<file path="config.mk">
export PLATFORM = sky130hd
export DESIGN_NAME = tone_sequence_player_flat
export DESIGN_NICKNAME = d
export VERILOG_FILES = /design/src/rtl/tsp_pkg.sv /design/src/rtl/tsp_channels.sv /design/src/rtl/tsp_divider.sv /design/src/rtl/tone_sequence_player.sv /design/src/flat_wrapper.sv
export SDC_FILE = /design/constraint.sdc
export NUM_CORES = 2
export LEC_CHECK = 0
export BUFFER_PORTS_ARGS = -buffer_cell sky130_fd_sc_hd__buf_2
export CORE_UTILIZATION = 29
export CTS_CLUSTER_SIZE = 28
export DETAILED_ROUTE_END_ITERATION = 10
export MAX_ROUTING_LAYER = met4
export PLACE_DENSITY = 0.45
export SYNTH_ARGS = -nofsm -noshare
export SYNTH_HDL_FRONTEND = slang
export SYNTH_HIERARCHICAL = 1
export SYNTH_SLANG_ARGS = --single-unit
</file>
<file path="constraint.sdc">
create_clock -name clock -period 15.73 [get_ports clock]
set_input_delay 2.3595 -clock clock [delete_from_list [all_inputs] [get_ports clock]]
set_output_delay 2.3595 -clock clock [all_outputs]
set_load 0.01 [all_outputs]
</file>
<file path="src/rtl/tsp_pkg.sv">
`timescale 1ns / 1ps
`default_nettype none

package tsp_pkg;

   // Table geometry.
   localparam int STEP_DEPTH = 64;
   localparam int IDX_W      = $clog2(STEP_DEPTH);
   localparam int LEN_W      = $clog2(STEP_DEPTH + 1);

   // Field widths of the request and response payloads.
   localparam int MODE_W     = 3;
   localparam int ENTRY_W    = 6;
   localparam int FREQ_W     = 16;
   localparam int DUR_W      = 16;
   localparam int SEQ_LEN_W  = 8;
   localparam int TEMPO_W    = 16;
   localparam int STEP_OUT_W = 6;

   // Packed table entry: frequency in the high half, duration in the low half.
   localparam int ENTRY_DATA_W = FREQ_W + DUR_W;

   // Scaled duration arithmetic.
   localparam int PROD_W    = DUR_W + TEMPO_W;
   localparam int DIV_STEPS = PROD_W;
   localparam int DCNT_W    = $clog2(DIV_STEPS + 1);

   // Reset values of the tempo fraction.
   localparam logic [TEMPO_W-1:0] TEMPO_NUM_RST = TEMPO_W'(5);
   localparam logic [TEMPO_W-1:0] TEMPO_DEN_RST = TEMPO_W'(6);

   // Request operation codes.
   typedef enum logic [MODE_W-1:0] {
      MODE_LOAD   = 3'd0,
      MODE_PLAY   = 3'd1,
      MODE_STOP   = 3'd2,
      MODE_TICK   = 3'd3,
      MODE_ENABLE = 3'd4
   } mode_type;

endpackage

`default_nettype wire

</file>
<file path="src/rtl/tsp_channels.sv">
`timescale 1ns / 1ps
`default_nettype none

// Request channel: one command to the player.
interface tsp_req_if;
   import tsp_pkg::*;

   logic                 valid;
   logic                 ready;
   logic [MODE_W-1:0]    mode;
   logic [ENTRY_W-1:0]   entry_index;
   logic [FREQ_W-1:0]    entry_freq;
   logic [DUR_W-1:0]     entry_duration;
   logic [SEQ_LEN_W-1:0] seq_length;
   logic [TEMPO_W-1:0]   tempo_num;
   logic [TEMPO_W-1:0]   tempo_den;
   logic                 enable_bit;

   modport source (
      output valid, mode, entry_index, entry_freq, entry_duration,
             seq_length, tempo_num, tempo_den, enable_bit,
      input  ready
   );

   modport sink (
      input  valid, mode, entry_index, entry_freq, entry_duration,
             seq_length, tempo_num, tempo_den, enable_bit,
      output ready
   );
endinterface

// Response channel: player status after each request.
interface tsp_rsp_if;
   import tsp_pkg::*;

   logic                  valid;
   logic                  ready;
   logic [FREQ_W-1:0]     tone_freq;
   logic                  is_playing;
   logic                  sound_enabled;
   logic [STEP_OUT_W-1:0] current_step;
   logic                  sequence_done;

   modport source (
      output valid, tone_freq, is_playing, sound_enabled, current_step,
             sequence_done,
      input  ready
   );

   modport sink (
      input  valid, tone_freq, is_playing, sound_enabled, current_step,
             sequence_done,
      output ready
   );
endinterface

`default_nettype wire

</file>
<file path="src/rtl/tsp_divider.sv">
`timescale 1ns / 1ps
`default_nettype none

// Restoring divider, one quotient bit per cycle.
module tsp_divider (
   input  wire logic                       clock,
   input  wire logic                       reset,
   input  wire logic                       start,
   input  wire logic [tsp_pkg::PROD_W-1:0] dividend,
   input  wire logic [tsp_pkg::DUR_W-1:0]  divisor,
   output logic                            done,
   output logic [tsp_pkg::PROD_W-1:0]      quotient
);
   import tsp_pkg::*;

   logic [DUR_W-1:0]  rem_ff, rem_in;
   logic [PROD_W-1:0] quo_ff, quo_in;
   logic [DUR_W-1:0]  div_ff, div_in;
   logic [DCNT_W-1:0] cnt_ff, cnt_in;
   logic              busy_ff, busy_in;
   logic              done_ff, done_in;
   logic [DUR_W:0]    shifted;
   logic [DUR_W+1:0]  diff;
   logic              fits;

   // One shift and trial subtract of the partial remainder.
   always_comb begin
      shifted = {rem_ff, quo_ff[PROD_W-1]};
      diff    = {1'b0, shifted} - {2'b00, div_ff};
      fits    = ~diff[DUR_W+1];
   end

   // Iteration control.
   always_comb begin
      rem_in  = rem_ff;
      quo_in  = quo_ff;
      div_in  = div_ff;
      cnt_in  = cnt_ff;
      busy_in = busy_ff;
      done_in = 1'b0;
      if (start) begin
         rem_in  = '0;
         quo_in  = dividend;
         div_in  = divisor;
         cnt_in  = DCNT_W'(DIV_STEPS);
         busy_in = 1'b1;
      end else if (busy_ff) begin
         rem_in = fits ? diff[DUR_W-1:0] : shifted[DUR_W-1:0];
         quo_in = {quo_ff[PROD_W-2:0], fits};
         cnt_in = cnt_ff - DCNT_W'(1);
         if (cnt_ff == DCNT_W'(1)) begin
            busy_in = 1'b0;
            done_in = 1'b1;
         end
      end
   end

   always_ff @(posedge clock) begin
      rem_ff <= rem_in;
      quo_ff <= quo_in;
      div_ff <= div_in;
      cnt_ff <= cnt_in;
      if (reset) begin
         busy_ff <= 1'b0;
         done_ff <= 1'b0;
      end else begin
         busy_ff <= busy_in;
         done_ff <= done_in;
      end
   end

   assign done     = done_ff;
   assign quotient = quo_ff;

endmodule

`default_nettype wire

</file>
<file path="src/rtl/tone_sequence_player.sv">
`timescale 1ns / 1ps
`default_nettype none

// Buzzer tone sequence player.
// Requests arrive on req_chan: load a table step, play, stop, a millisecond
// tick, or set the sound enable. Every request produces exactly one response
// on rsp_chan with the tone to drive, the playing and enable flags, the step
// being played and a flag set on the tick that finished the last step.
// The step table is a 64 x 32 synchronous memory whose read data arrives in the
// cycle after the address is presented; all other state sits in registers.
// One request is worked at a time. Load, stop and enable go from the execute
// state straight to the finish state; a play also reads the first step's tone.
// A tick while playing scales the step duration by the tempo fraction through a
// multiply and the 32-iteration divider, then compares it with the elapsed
// time and, on a step change, reads the next step's tone.
// A new request is accepted while the previous response still waits in the
// output register. When the receiver stalls, the finished response of the
// next request waits until the output register is free.
// Reset (synchronous) stops playback, sets the enable flag and the tempo to
// 5/6. The table keeps its contents and holds nothing valid until loaded.
module tone_sequence_player (
   input wire logic  clock,
   input wire logic  reset,
   tsp_req_if.sink   req_chan,
   tsp_rsp_if.source rsp_chan
);
   import tsp_pkg::*;

   typedef enum logic [8:0] {
      ST_IDLE      = 9'b000000001,
      ST_EXEC      = 9'b000000010,
      ST_MUL       = 9'b000000100,
      ST_DIV_GO    = 9'b000001000,
      ST_DIV_WAIT  = 9'b000010000,
      ST_CMP       = 9'b000100000,
      ST_FREQ_WAIT = 9'b001000000,
      ST_TONE      = 9'b010000000,
      ST_FINISH    = 9'b100000000
   } state_type;

   state_type state_ff, state_in;

   // Latched request.
   mode_type             cmd_mode_ff, cmd_mode_in;
   logic [ENTRY_W-1:0]   cmd_idx_ff, cmd_idx_in;
   logic [FREQ_W-1:0]    cmd_freq_ff, cmd_freq_in;
   logic [DUR_W-1:0]     cmd_dur_ff, cmd_dur_in;
   logic [SEQ_LEN_W-1:0] cmd_len_ff, cmd_len_in;
   logic [TEMPO_W-1:0]   cmd_num_ff, cmd_num_in;
   logic [TEMPO_W-1:0]   cmd_den_ff, cmd_den_in;
   logic                 cmd_en_ff, cmd_en_in;

   // Player state.
   logic                 playing_ff, playing_in;
   logic                 enabled_ff, enabled_in;
   logic [LEN_W-1:0]     ptr_ff, ptr_in;
   logic [LEN_W-1:0]     length_ff, length_in;
   logic [TEMPO_W-1:0]   num_ff, num_in;
   logic [TEMPO_W-1:0]   den_ff, den_in;
   logic [DUR_W-1:0]     elapsed_ff, elapsed_in;
   logic [FREQ_W-1:0]    tone_ff, tone_in;
   logic                 done_ff, done_in;
   logic [PROD_W-1:0]    prod_ff, prod_in;

   // Response register.
   logic                  rsp_valid_ff, rsp_valid_in;
   logic [FREQ_W-1:0]     rsp_tone_ff, rsp_tone_in;
   logic                  rsp_playing_ff, rsp_playing_in;
   logic                  rsp_enabled_ff, rsp_enabled_in;
   logic [STEP_OUT_W-1:0] rsp_step_ff, rsp_step_in;
   logic                  rsp_done_ff, rsp_done_in;

   // Step table memory.
   logic [ENTRY_DATA_W-1:0] step_mem [STEP_DEPTH];
   logic [ENTRY_DATA_W-1:0] rd_data_ff;
   logic                    mem_we;
   logic [IDX_W-1:0]        mem_waddr;
   logic [IDX_W-1:0]        mem_raddr;

   // Divider link.
   logic                 div_start;
   logic                 div_done;
   logic [PROD_W-1:0]    div_quotient;
   logic [DUR_W-1:0]     scaled_dur;
   logic                 accept;
   logic                 rsp_free;
   logic [LEN_W-1:0]     ptr_next;

   tsp_divider u_divider (
      .clock    (clock),
      .reset    (reset),
      .start    (div_start),
      .dividend (prod_ff),
      .divisor  (den_ff),
      .done     (div_done),
      .quotient (div_quotient)
   );

   // The table is read at the step pointer on every cycle.
   assign mem_raddr = ptr_ff[IDX_W-1:0];
   assign mem_waddr = IDX_W'(cmd_idx_ff);

   always_ff @(posedge clock) begin
      if (mem_we) begin
         step_mem[mem_waddr] <= {cmd_freq_ff, cmd_dur_ff};
      end
      rd_data_ff <= step_mem[mem_raddr];
   end

   assign accept     = req_chan.valid && req_chan.ready;
   assign rsp_free   = !rsp_valid_ff || rsp_chan.ready;
   assign div_start  = (state_ff == ST_DIV_GO);
   assign scaled_dur = (div_quotient[DUR_W-1:0] == '0) ? DUR_W'(1)
                                                       : div_quotient[DUR_W-1:0];
   assign ptr_next   = ptr_ff + LEN_W'(1);

   // Request latch.
   always_comb begin
      cmd_mode_in = cmd_mode_ff;
      cmd_idx_in  = cmd_idx_ff;
      cmd_freq_in = cmd_freq_ff;
      cmd_dur_in  = cmd_dur_ff;
      cmd_len_in  = cmd_len_ff;
      cmd_num_in  = cmd_num_ff;
      cmd_den_in  = cmd_den_ff;
      cmd_en_in   = cmd_en_ff;
      if (accept) begin
         cmd_mode_in = mode_type'(req_chan.mode);
         cmd_idx_in  = req_chan.entry_index;
         cmd_freq_in = req_chan.entry_freq;
         cmd_dur_in  = req_chan.entry_duration;
         cmd_len_in  = req_chan.seq_length;
         cmd_num_in  = req_chan.tempo_num;
         cmd_den_in  = req_chan.tempo_den;
         cmd_en_in   = req_chan.enable_bit;
      end
   end

   // Sequencer: execute the request, then scale, compare and advance.
   always_comb begin
      state_in   = state_ff;
      playing_in = playing_ff;
      enabled_in = enabled_ff;
      ptr_in     = ptr_ff;
      length_in  = length_ff;
      num_in     = num_ff;
      den_in     = den_ff;
      elapsed_in = elapsed_ff;
      tone_in    = tone_ff;
      done_in    = done_ff;
      prod_in    = prod_ff;
      mem_we     = 1'b0;

      case (state_ff)
         ST_IDLE: begin
            if (accept) begin
               done_in  = 1'b0;
               state_in = ST_EXEC;
            end
         end
         ST_EXEC: begin
            state_in = ST_FINISH;
            case (cmd_mode_ff)
               MODE_LOAD: begin
                  mem_we = (32'(cmd_idx_ff) < STEP_DEPTH);
               end
               MODE_PLAY: begin
                  if (cmd_len_ff == '0 || cmd_num_ff == '0 || cmd_den_ff == '0) begin
                     playing_in = 1'b0;
                     length_in  = '0;
                     ptr_in     = '0;
                     tone_in    = '0;
                  end else begin
                     length_in  = (32'(cmd_len_ff) > STEP_DEPTH) ? LEN_W'(STEP_DEPTH)
                                                                 : LEN_W'(cmd_len_ff);
                     ptr_in     = '0;
                     num_in     = cmd_num_ff;
                     den_in     = cmd_den_ff;
                     playing_in = 1'b1;
                     state_in   = ST_FREQ_WAIT;
                  end
               end
               MODE_STOP: begin
                  playing_in = 1'b0;
                  length_in  = '0;
                  ptr_in     = '0;
                  tone_in    = '0;
               end
               MODE_TICK: begin
                  if (playing_ff && ptr_ff < length_ff) begin
                     if (elapsed_ff != '1) begin
                        elapsed_in = elapsed_ff + DUR_W'(1);
                     end
                     state_in = ST_MUL;
                  end
               end
               MODE_ENABLE: begin
                  enabled_in = cmd_en_ff;
                  tone_in    = '0;
               end
               default: begin
               end
            endcase
         end
         ST_MUL: begin
            // Table data for the current step is ready here.
            prod_in  = PROD_W'(rd_data_ff[DUR_W-1:0]) * PROD_W'(num_ff);
            state_in = ST_DIV_GO;
         end
         ST_DIV_GO: begin
            state_in = ST_DIV_WAIT;
         end
         ST_DIV_WAIT: begin
            if (div_done) begin
               state_in = ST_CMP;
            end
         end
         ST_CMP: begin
            state_in = ST_FINISH;
            if (elapsed_ff >= scaled_dur) begin
               if (ptr_next >= length_ff) begin
                  playing_in = 1'b0;
                  length_in  = '0;
                  ptr_in     = '0;
                  tone_in    = '0;
                  done_in    = 1'b1;
               end else begin
                  ptr_in   = ptr_next;
                  state_in = ST_FREQ_WAIT;
               end
            end
         end
         ST_FREQ_WAIT: begin
            state_in = ST_TONE;
         end
         ST_TONE: begin
            // Start of a step: drive its tone unless muted or a rest.
            tone_in    = enabled_ff ? rd_data_ff[ENTRY_DATA_W-1:DUR_W] : '0;
            elapsed_in = '0;
            state_in   = ST_FINISH;
         end
         ST_FINISH: begin
            if (rsp_free) begin
               state_in = ST_IDLE;
            end
         end
         default: begin
            state_in = ST_IDLE;
         end
      endcase
   end

   // Response register: loaded when a request finishes and the slot is free.
   always_comb begin
      rsp_valid_in   = rsp_valid_ff;
      rsp_tone_in    = rsp_tone_ff;
      rsp_playing_in = rsp_playing_ff;
      rsp_enabled_in = rsp_enabled_ff;
      rsp_step_in    = rsp_step_ff;
      rsp_done_in    = rsp_done_ff;
      if (rsp_valid_ff && rsp_chan.ready) begin
         rsp_valid_in = 1'b0;
      end
      if (state_ff == ST_FINISH && rsp_free) begin
         rsp_valid_in   = 1'b1;
         rsp_tone_in    = tone_ff;
         rsp_playing_in = playing_ff;
         rsp_enabled_in = enabled_ff;
         rsp_step_in    = ptr_ff[STEP_OUT_W-1:0];
         rsp_done_in    = done_ff;
      end
   end

   always_ff @(posedge clock) begin
      cmd_mode_ff    <= cmd_mode_in;
      cmd_idx_ff     <= cmd_idx_in;
      cmd_freq_ff    <= cmd_freq_in;
      cmd_dur_ff     <= cmd_dur_in;
      cmd_len_ff     <= cmd_len_in;
      cmd_num_ff     <= cmd_num_in;
      cmd_den_ff     <= cmd_den_in;
      cmd_en_ff      <= cmd_en_in;
      prod_ff        <= prod_in;
      rsp_tone_ff    <= rsp_tone_in;
      rsp_playing_ff <= rsp_playing_in;
      rsp_enabled_ff <= rsp_enabled_in;
      rsp_step_ff    <= rsp_step_in;
      rsp_done_ff    <= rsp_done_in;
      if (reset) begin
         state_ff     <= ST_IDLE;
         playing_ff   <= 1'b0;
         enabled_ff   <= 1'b1;
         ptr_ff       <= '0;
         length_ff    <= '0;
         num_ff       <= TEMPO_NUM_RST;
         den_ff       <= TEMPO_DEN_RST;
         elapsed_ff   <= '0;
         tone_ff      <= '0;
         done_ff      <= 1'b0;
         rsp_valid_ff <= 1'b0;
      end else begin
         state_ff     <= state_in;
         playing_ff   <= playing_in;
         enabled_ff   <= enabled_in;
         ptr_ff       <= ptr_in;
         length_ff    <= length_in;
         num_ff       <= num_in;
         den_ff       <= den_in;
         elapsed_ff   <= elapsed_in;
         tone_ff      <= tone_in;
         done_ff      <= done_in;
         rsp_valid_ff <= rsp_valid_in;
      end
   end

   // Port drive.
   assign req_chan.ready         = (state_ff == ST_IDLE);
   assign rsp_chan.valid         = rsp_valid_ff;
   assign rsp_chan.tone_freq     = rsp_tone_ff;
   assign rsp_chan.is_playing    = rsp_playing_ff;
   assign rsp_chan.sound_enabled = rsp_enabled_ff;
   assign rsp_chan.current_step  = rsp_step_ff;
   assign rsp_chan.sequence_done = rsp_done_ff;

endmodule

`default_nettype wire

</file>
<file path="src/flat_wrapper.sv">
// flat-port wrapper written by rule: the top's interface ports become plain ports
module tone_sequence_player_flat import tsp_pkg::*;
  (clock, reset, req_chan_valid, req_chan_mode, req_chan_entry_index, req_chan_entry_freq, req_chan_entry_duration, req_chan_seq_length, req_chan_tempo_num, req_chan_tempo_den, req_chan_enable_bit, req_chan_ready, rsp_chan_valid, rsp_chan_tone_freq, rsp_chan_is_playing, rsp_chan_sound_enabled, rsp_chan_current_step, rsp_chan_sequence_done, rsp_chan_ready);
  tsp_req_if req_chan_i ();
  tsp_rsp_if rsp_chan_i ();
  input wire logic clock;
  input wire logic reset;
  input wire logic [$bits(req_chan_i.valid)-1:0] req_chan_valid;
  input wire logic [$bits(req_chan_i.mode)-1:0] req_chan_mode;
  input wire logic [$bits(req_chan_i.entry_index)-1:0] req_chan_entry_index;
  input wire logic [$bits(req_chan_i.entry_freq)-1:0] req_chan_entry_freq;
  input wire logic [$bits(req_chan_i.entry_duration)-1:0] req_chan_entry_duration;
  input wire logic [$bits(req_chan_i.seq_length)-1:0] req_chan_seq_length;
  input wire logic [$bits(req_chan_i.tempo_num)-1:0] req_chan_tempo_num;
  input wire logic [$bits(req_chan_i.tempo_den)-1:0] req_chan_tempo_den;
  input wire logic [$bits(req_chan_i.enable_bit)-1:0] req_chan_enable_bit;
  output wire logic [$bits(req_chan_i.ready)-1:0] req_chan_ready;
  output wire logic [$bits(rsp_chan_i.valid)-1:0] rsp_chan_valid;
  output wire logic [$bits(rsp_chan_i.tone_freq)-1:0] rsp_chan_tone_freq;
  output wire logic [$bits(rsp_chan_i.is_playing)-1:0] rsp_chan_is_playing;
  output wire logic [$bits(rsp_chan_i.sound_enabled)-1:0] rsp_chan_sound_enabled;
  output wire logic [$bits(rsp_chan_i.current_step)-1:0] rsp_chan_current_step;
  output wire logic [$bits(rsp_chan_i.sequence_done)-1:0] rsp_chan_sequence_done;
  input wire logic [$bits(rsp_chan_i.ready)-1:0] rsp_chan_ready;
  assign req_chan_i.valid = req_chan_valid;
  assign req_chan_i.mode = req_chan_mode;
  assign req_chan_i.entry_index = req_chan_entry_index;
  assign req_chan_i.entry_freq = req_chan_entry_freq;
  assign req_chan_i.entry_duration = req_chan_entry_duration;
  assign req_chan_i.seq_length = req_chan_seq_length;
  assign req_chan_i.tempo_num = req_chan_tempo_num;
  assign req_chan_i.tempo_den = req_chan_tempo_den;
  assign req_chan_i.enable_bit = req_chan_enable_bit;
  assign req_chan_ready = req_chan_i.ready;
  assign rsp_chan_valid = rsp_chan_i.valid;
  assign rsp_chan_tone_freq = rsp_chan_i.tone_freq;
  assign rsp_chan_is_playing = rsp_chan_i.is_playing;
  assign rsp_chan_sound_enabled = rsp_chan_i.sound_enabled;
  assign rsp_chan_current_step = rsp_chan_i.current_step;
  assign rsp_chan_sequence_done = rsp_chan_i.sequence_done;
  assign rsp_chan_i.ready = rsp_chan_ready;
  tone_sequence_player u_core (.clock(clock), .reset(reset), .req_chan(req_chan_i), .rsp_chan(rsp_chan_i));
endmodule
</file>
==> results.json <==
{
  "outcome": "finished clean",
  "holdBufCountCts": 0,
  "worst-endpoint-arrival_ps": 6960,
  "mappedNetlistNets": 5552,
  "core-area_sq_um": 341000,
  "layout_cell_area_excl_fill_sq_um": 115000,
  "worst_path_most_repeated_cell": "sky130_fd_sc_hd__fa_1",
  "netlist_area_sq_um": 99700,
  "routed_via_density": 4.91,
  "library_cell_with_the_highest_instance_count_after_synthesis": "sky130_fd_sc_hd__edfxtp_1",
  "route.detailed.drc": 0,
  "synth_top_area_cell": "sky130_fd_sc_hd__edfxtp_1",
  "initial_core_util": 0.292,
  "first_global_vias": 52400,
  "setup-tns-final_ps": 0,
  "power.combinational.fraction": 0.029,
  "synth-edff-count": 2235,
  "power_leakage_nw": 36.8,
  "grt_start_max_net_pins": 105,
  "cap_violations": 0,
  "setup_viol_count_final": 0,
  "power_report.internal_total_w": 0.0107,
  "rows": 214,
  "period_minus_slack_ps": 6390,
  "worst-slew-pin-transition_ps": 1060,
  "clk_transition_reported_paths_ps": 60,
  "ctsResizeCount": 0,
  "yosysWarnings": 6,
  "maxClockFrequency_ghz": 0.156,
  "synth.cells.most_frequent": "sky130_fd_sc_hd__edfxtp_1, sky130_fd_sc_hd__mux4_2, sky130_fd_sc_hd__nand2_1, sky130_fd_sc_hd__inv_1, sky130_fd_sc_hd__fa_1",
  "placement.io_buffers": 112,
  "design.die.area_sq_um": 346000,
  "power_switching_w": 0.00296,
  "vias": 49800,
  "critical_path.top_delay_family": "adder cells",
  "netSwitchingFraction": 0.216,
  "place_area_sq_um": 106000,
  "detailedPlacementHpwl_mm": 158,
  "hold_slack_ps": 429,
  "timing.hold.worst.class": "flip-flop to flip-flop",
  "cts_buffer_depth": 4,
  "global_route_wire_length_before_repair_mm": 404,
  "power.density_nw_per_um2": 119,
  "routedWlPerCell_um": 28.3,
  "ys_async_sr_fraction": 0,
  "number_of_cts_inserted_buffers": 270,
  "regToRegSetupSlack_ps": 9340,
  "final.setup_skew_ps": 71.3,
  "cts_tree": "built",
  "drive_above_1_share": 0.252,
  "dieHeight_um": 588,
  "worst_ir_drop_vdd_uv": 102,
  "layout.filler_cells": 32200,
  "final_net_count": 5833,
  "area_growth_pct": 15.4,
  "worst-setup-path-type": "flip-flop to flip-flop",
  "regToRegStartpoint": "u_core/rd_data_ff[9]",
  "synth_cell_type_count": 87,
  "synth-seq-cells": 2382,
  "timing.final.crit_share": 0.406,
  "worst-path-buf-inv": 3,
  "drt-total-wl_mm": 287,
  "synth_cells": 5117,
  "place.gp.congestion": 0.781,
  "hold_violations": 0,
  "worst_stage_delay_on_the_critical_path_ps": 830,
  "endpoint_kind": "flip-flop",
  "critPathRequiredTime_ps": 16300,
  "crit_path_start": "u_core/rd_data_ff[9]",
  "synth_top_cells_by_area": "sky130_fd_sc_hd__edfxtp_1, sky130_fd_sc_hd__mux4_2, sky130_fd_sc_hd__fa_1, sky130_fd_sc_hd__dfxtp_1, sky130_fd_sc_hd__ha_1",
  "p_seq_frac": 0.520,
  "syn-mean-instance-area_sq_um": 19.5,
  "ys.flop_type": "sky130_fd_sc_hd__edfxtp_1",
  "seq_area_frac_synth": 0.703,
  "grt_overflow_total": 0,
  "htree_num_levels": 5,
  "globalRouteTotalUtil": 0.169,
  "drt_first_iter_violations": 4574,
  "cp-start-kind": "flip-flop",
  "cts.sink_count": 2382,
  "slew_headroom": 0.290,
  "synth_top_area_frac": 0.673,
  "post_cts_repair_timing_setup_buffer_count": 0,
  "crit_path_max_fanout": 16,
  "drt_pass1_iterations": 8,
  "die_w_um": 588,
  "crit_chain": "nand2_1, fa_1, fa_1, fa_1, fa_1, inv_1, fa_1, inv_1, fa_1, inv_1, ha_1, and2_1, a32o_1, a21oi_1, a21boi_1, nor4b_1, a211oi_1",
  "grt_antenna_before_repair": 13,
  "worstSkewPairLatency_ps": 890,
  "pwr-share-clk": 0.451,
  "library_cell_contributing_the_largest_single_delay_on_the_critical_path": "sky130_fd_sc_hd__dfxtp_1",
  "io-pin-count": 113,
  "rsz0062_at_grt": "false",
  "postRouteAntennaNets": 0,
  "sum_of_internal_switching_and_leakage_power_w": 0.0137,
  "report.final.slew_viol_count": 0,
  "min_from": "u_core/den_ff[13]",
  "cts_root_buf": "sky130_fd_sc_hd__clkbuf_16"
}
-- area by class of cell --
| class | instances | area, sq um | share of cell area |
|---|---|---|---|
| timing repair buffer | 261 | 1730 | 0.0151 |
| sequential | 2382 | 70100 | 0.609 |
| antenna | 4 | 10.0 | 0.0000870 |
| tap | 4536 | 5680 | 0.0493 |
| clock inverter | 120 | 1180 | 0.0103 |
| clock buffer | 365 | 7380 | 0.0642 |
| multi-input combinational | 2208 | 27900 | 0.243 |
| inverter | 275 | 1030 | 0.00897 |
-- routing by layer --
metal  vias to the layer above  track usage  share of wire
li1                      20900            -              -
met1                     27200        0.228           0.44
met2                      1342        0.271           0.48
met3                       371       0.0245          0.053
met4                         0       0.0366          0.020
met5                         -            -              0
-- power by group through the flow --
stage          clock network, W  logic, W  registers [W]
5_1_grt                 0.00655  0.000436        0.00712
3_3_place_gp                  0  0.000388        0.00725
6_report                0.00617  0.000399        0.00712
3_5_place_dp                  0  0.000402        0.00725
2_1_floorplan                 0  0.000113        0.00734
4_1_cts                 0.00632  0.000403        0.00712
-- state kept, by name, indices dropped and copies added, names as in the netlist, 32 cells and up --
| signal | cells |
|---|---|
| u_core/prod_ff | 32 |
| u_core/rd_data_ff | 32 |
| u_core/step_mem | 2048 |
| u_core/u_divider/quotient | 32 |
-- worst paths after layout --
kind              cells after the start                           to
setup / recovery                     17           u_core/prod_ff[30]
setup reg to reg                     17           u_core/prod_ff[30]
hold / removal                        0  u_core/u_divider/div_ff[13]
hold reg to reg                       0  u_core/u_divider/div_ff[13]
-- stage by stage --
step	std cells	utilization	setup slack [ps]
finish	10200	0.337	9340
global route	10100	0.337	9070
CTS	10100	0.337	9370
detailed placement	9662	0.312	9360
global placement	9662	0.312	9420
floorplan	5117	-	9960
-- layout by cell type (no fill, tap or decap), types with 77 or more instances in the layout --
master and instances:
sky130_fd_sc_hd__fa_1 195, sky130_fd_sc_hd__and2_1 134, sky130_fd_sc_hd__nand2_1 303, sky130_fd_sc_hd__dfxtp_1 143, sky130_fd_sc_hd__mux4_2 640, sky130_fd_sc_hd__a21oi_1 99, sky130_fd_sc_hd__buf_4 146, sky130_fd_sc_hd__buf_2 111
sky130_fd_sc_hd__clkbuf_16 277, sky130_fd_sc_hd__ha_1 154, sky130_fd_sc_hd__edfxtp_1 2235, sky130_fd_sc_hd__nor2_1 77, sky130_fd_sc_hd__inv_1 275
-- logic make-up (layout without fill, tap and decap cells) --
group,after synthesis,count (layout),synth area share
flip-flops,2382,2382,0.703
AND/OR/NAND/NOR,758,758,0.0365
multiplexers,680,680,0.149
buffers and inverters,527,1021,0.0221
AO/OA/AOI/OAI,361,361,0.0255
adder cells (fa/ha/maj),349,349,0.0585
XOR/XNOR,60,60,0.00527
other,0,4,0
-- worst reg2reg max path, stage by stage, from the launching register on --
cell	delay (ps)
sky130_fd_sc_hd__dfxtp_1	830
sky130_fd_sc_hd__nand2_1	190
sky130_fd_sc_hd__fa_1	540
sky130_fd_sc_hd__fa_1	480
sky130_fd_sc_hd__fa_1	520
sky130_fd_sc_hd__fa_1	540
sky130_fd_sc_hd__inv_1	50
sky130_fd_sc_hd__fa_1	470
sky130_fd_sc_hd__inv_1	50
sky130_fd_sc_hd__fa_1	470
sky130_fd_sc_hd__inv_1	40
sky130_fd_sc_hd__ha_1	320
sky130_fd_sc_hd__and2_1	190
sky130_fd_sc_hd__a32o_1	250
sky130_fd_sc_hd__a21oi_1	410
sky130_fd_sc_hd__a21boi_1	280
sky130_fd_sc_hd__nor4b_1	410
sky130_fd_sc_hd__a211oi_1	90
Note: power is estimated with default switching activity, not from simulation.
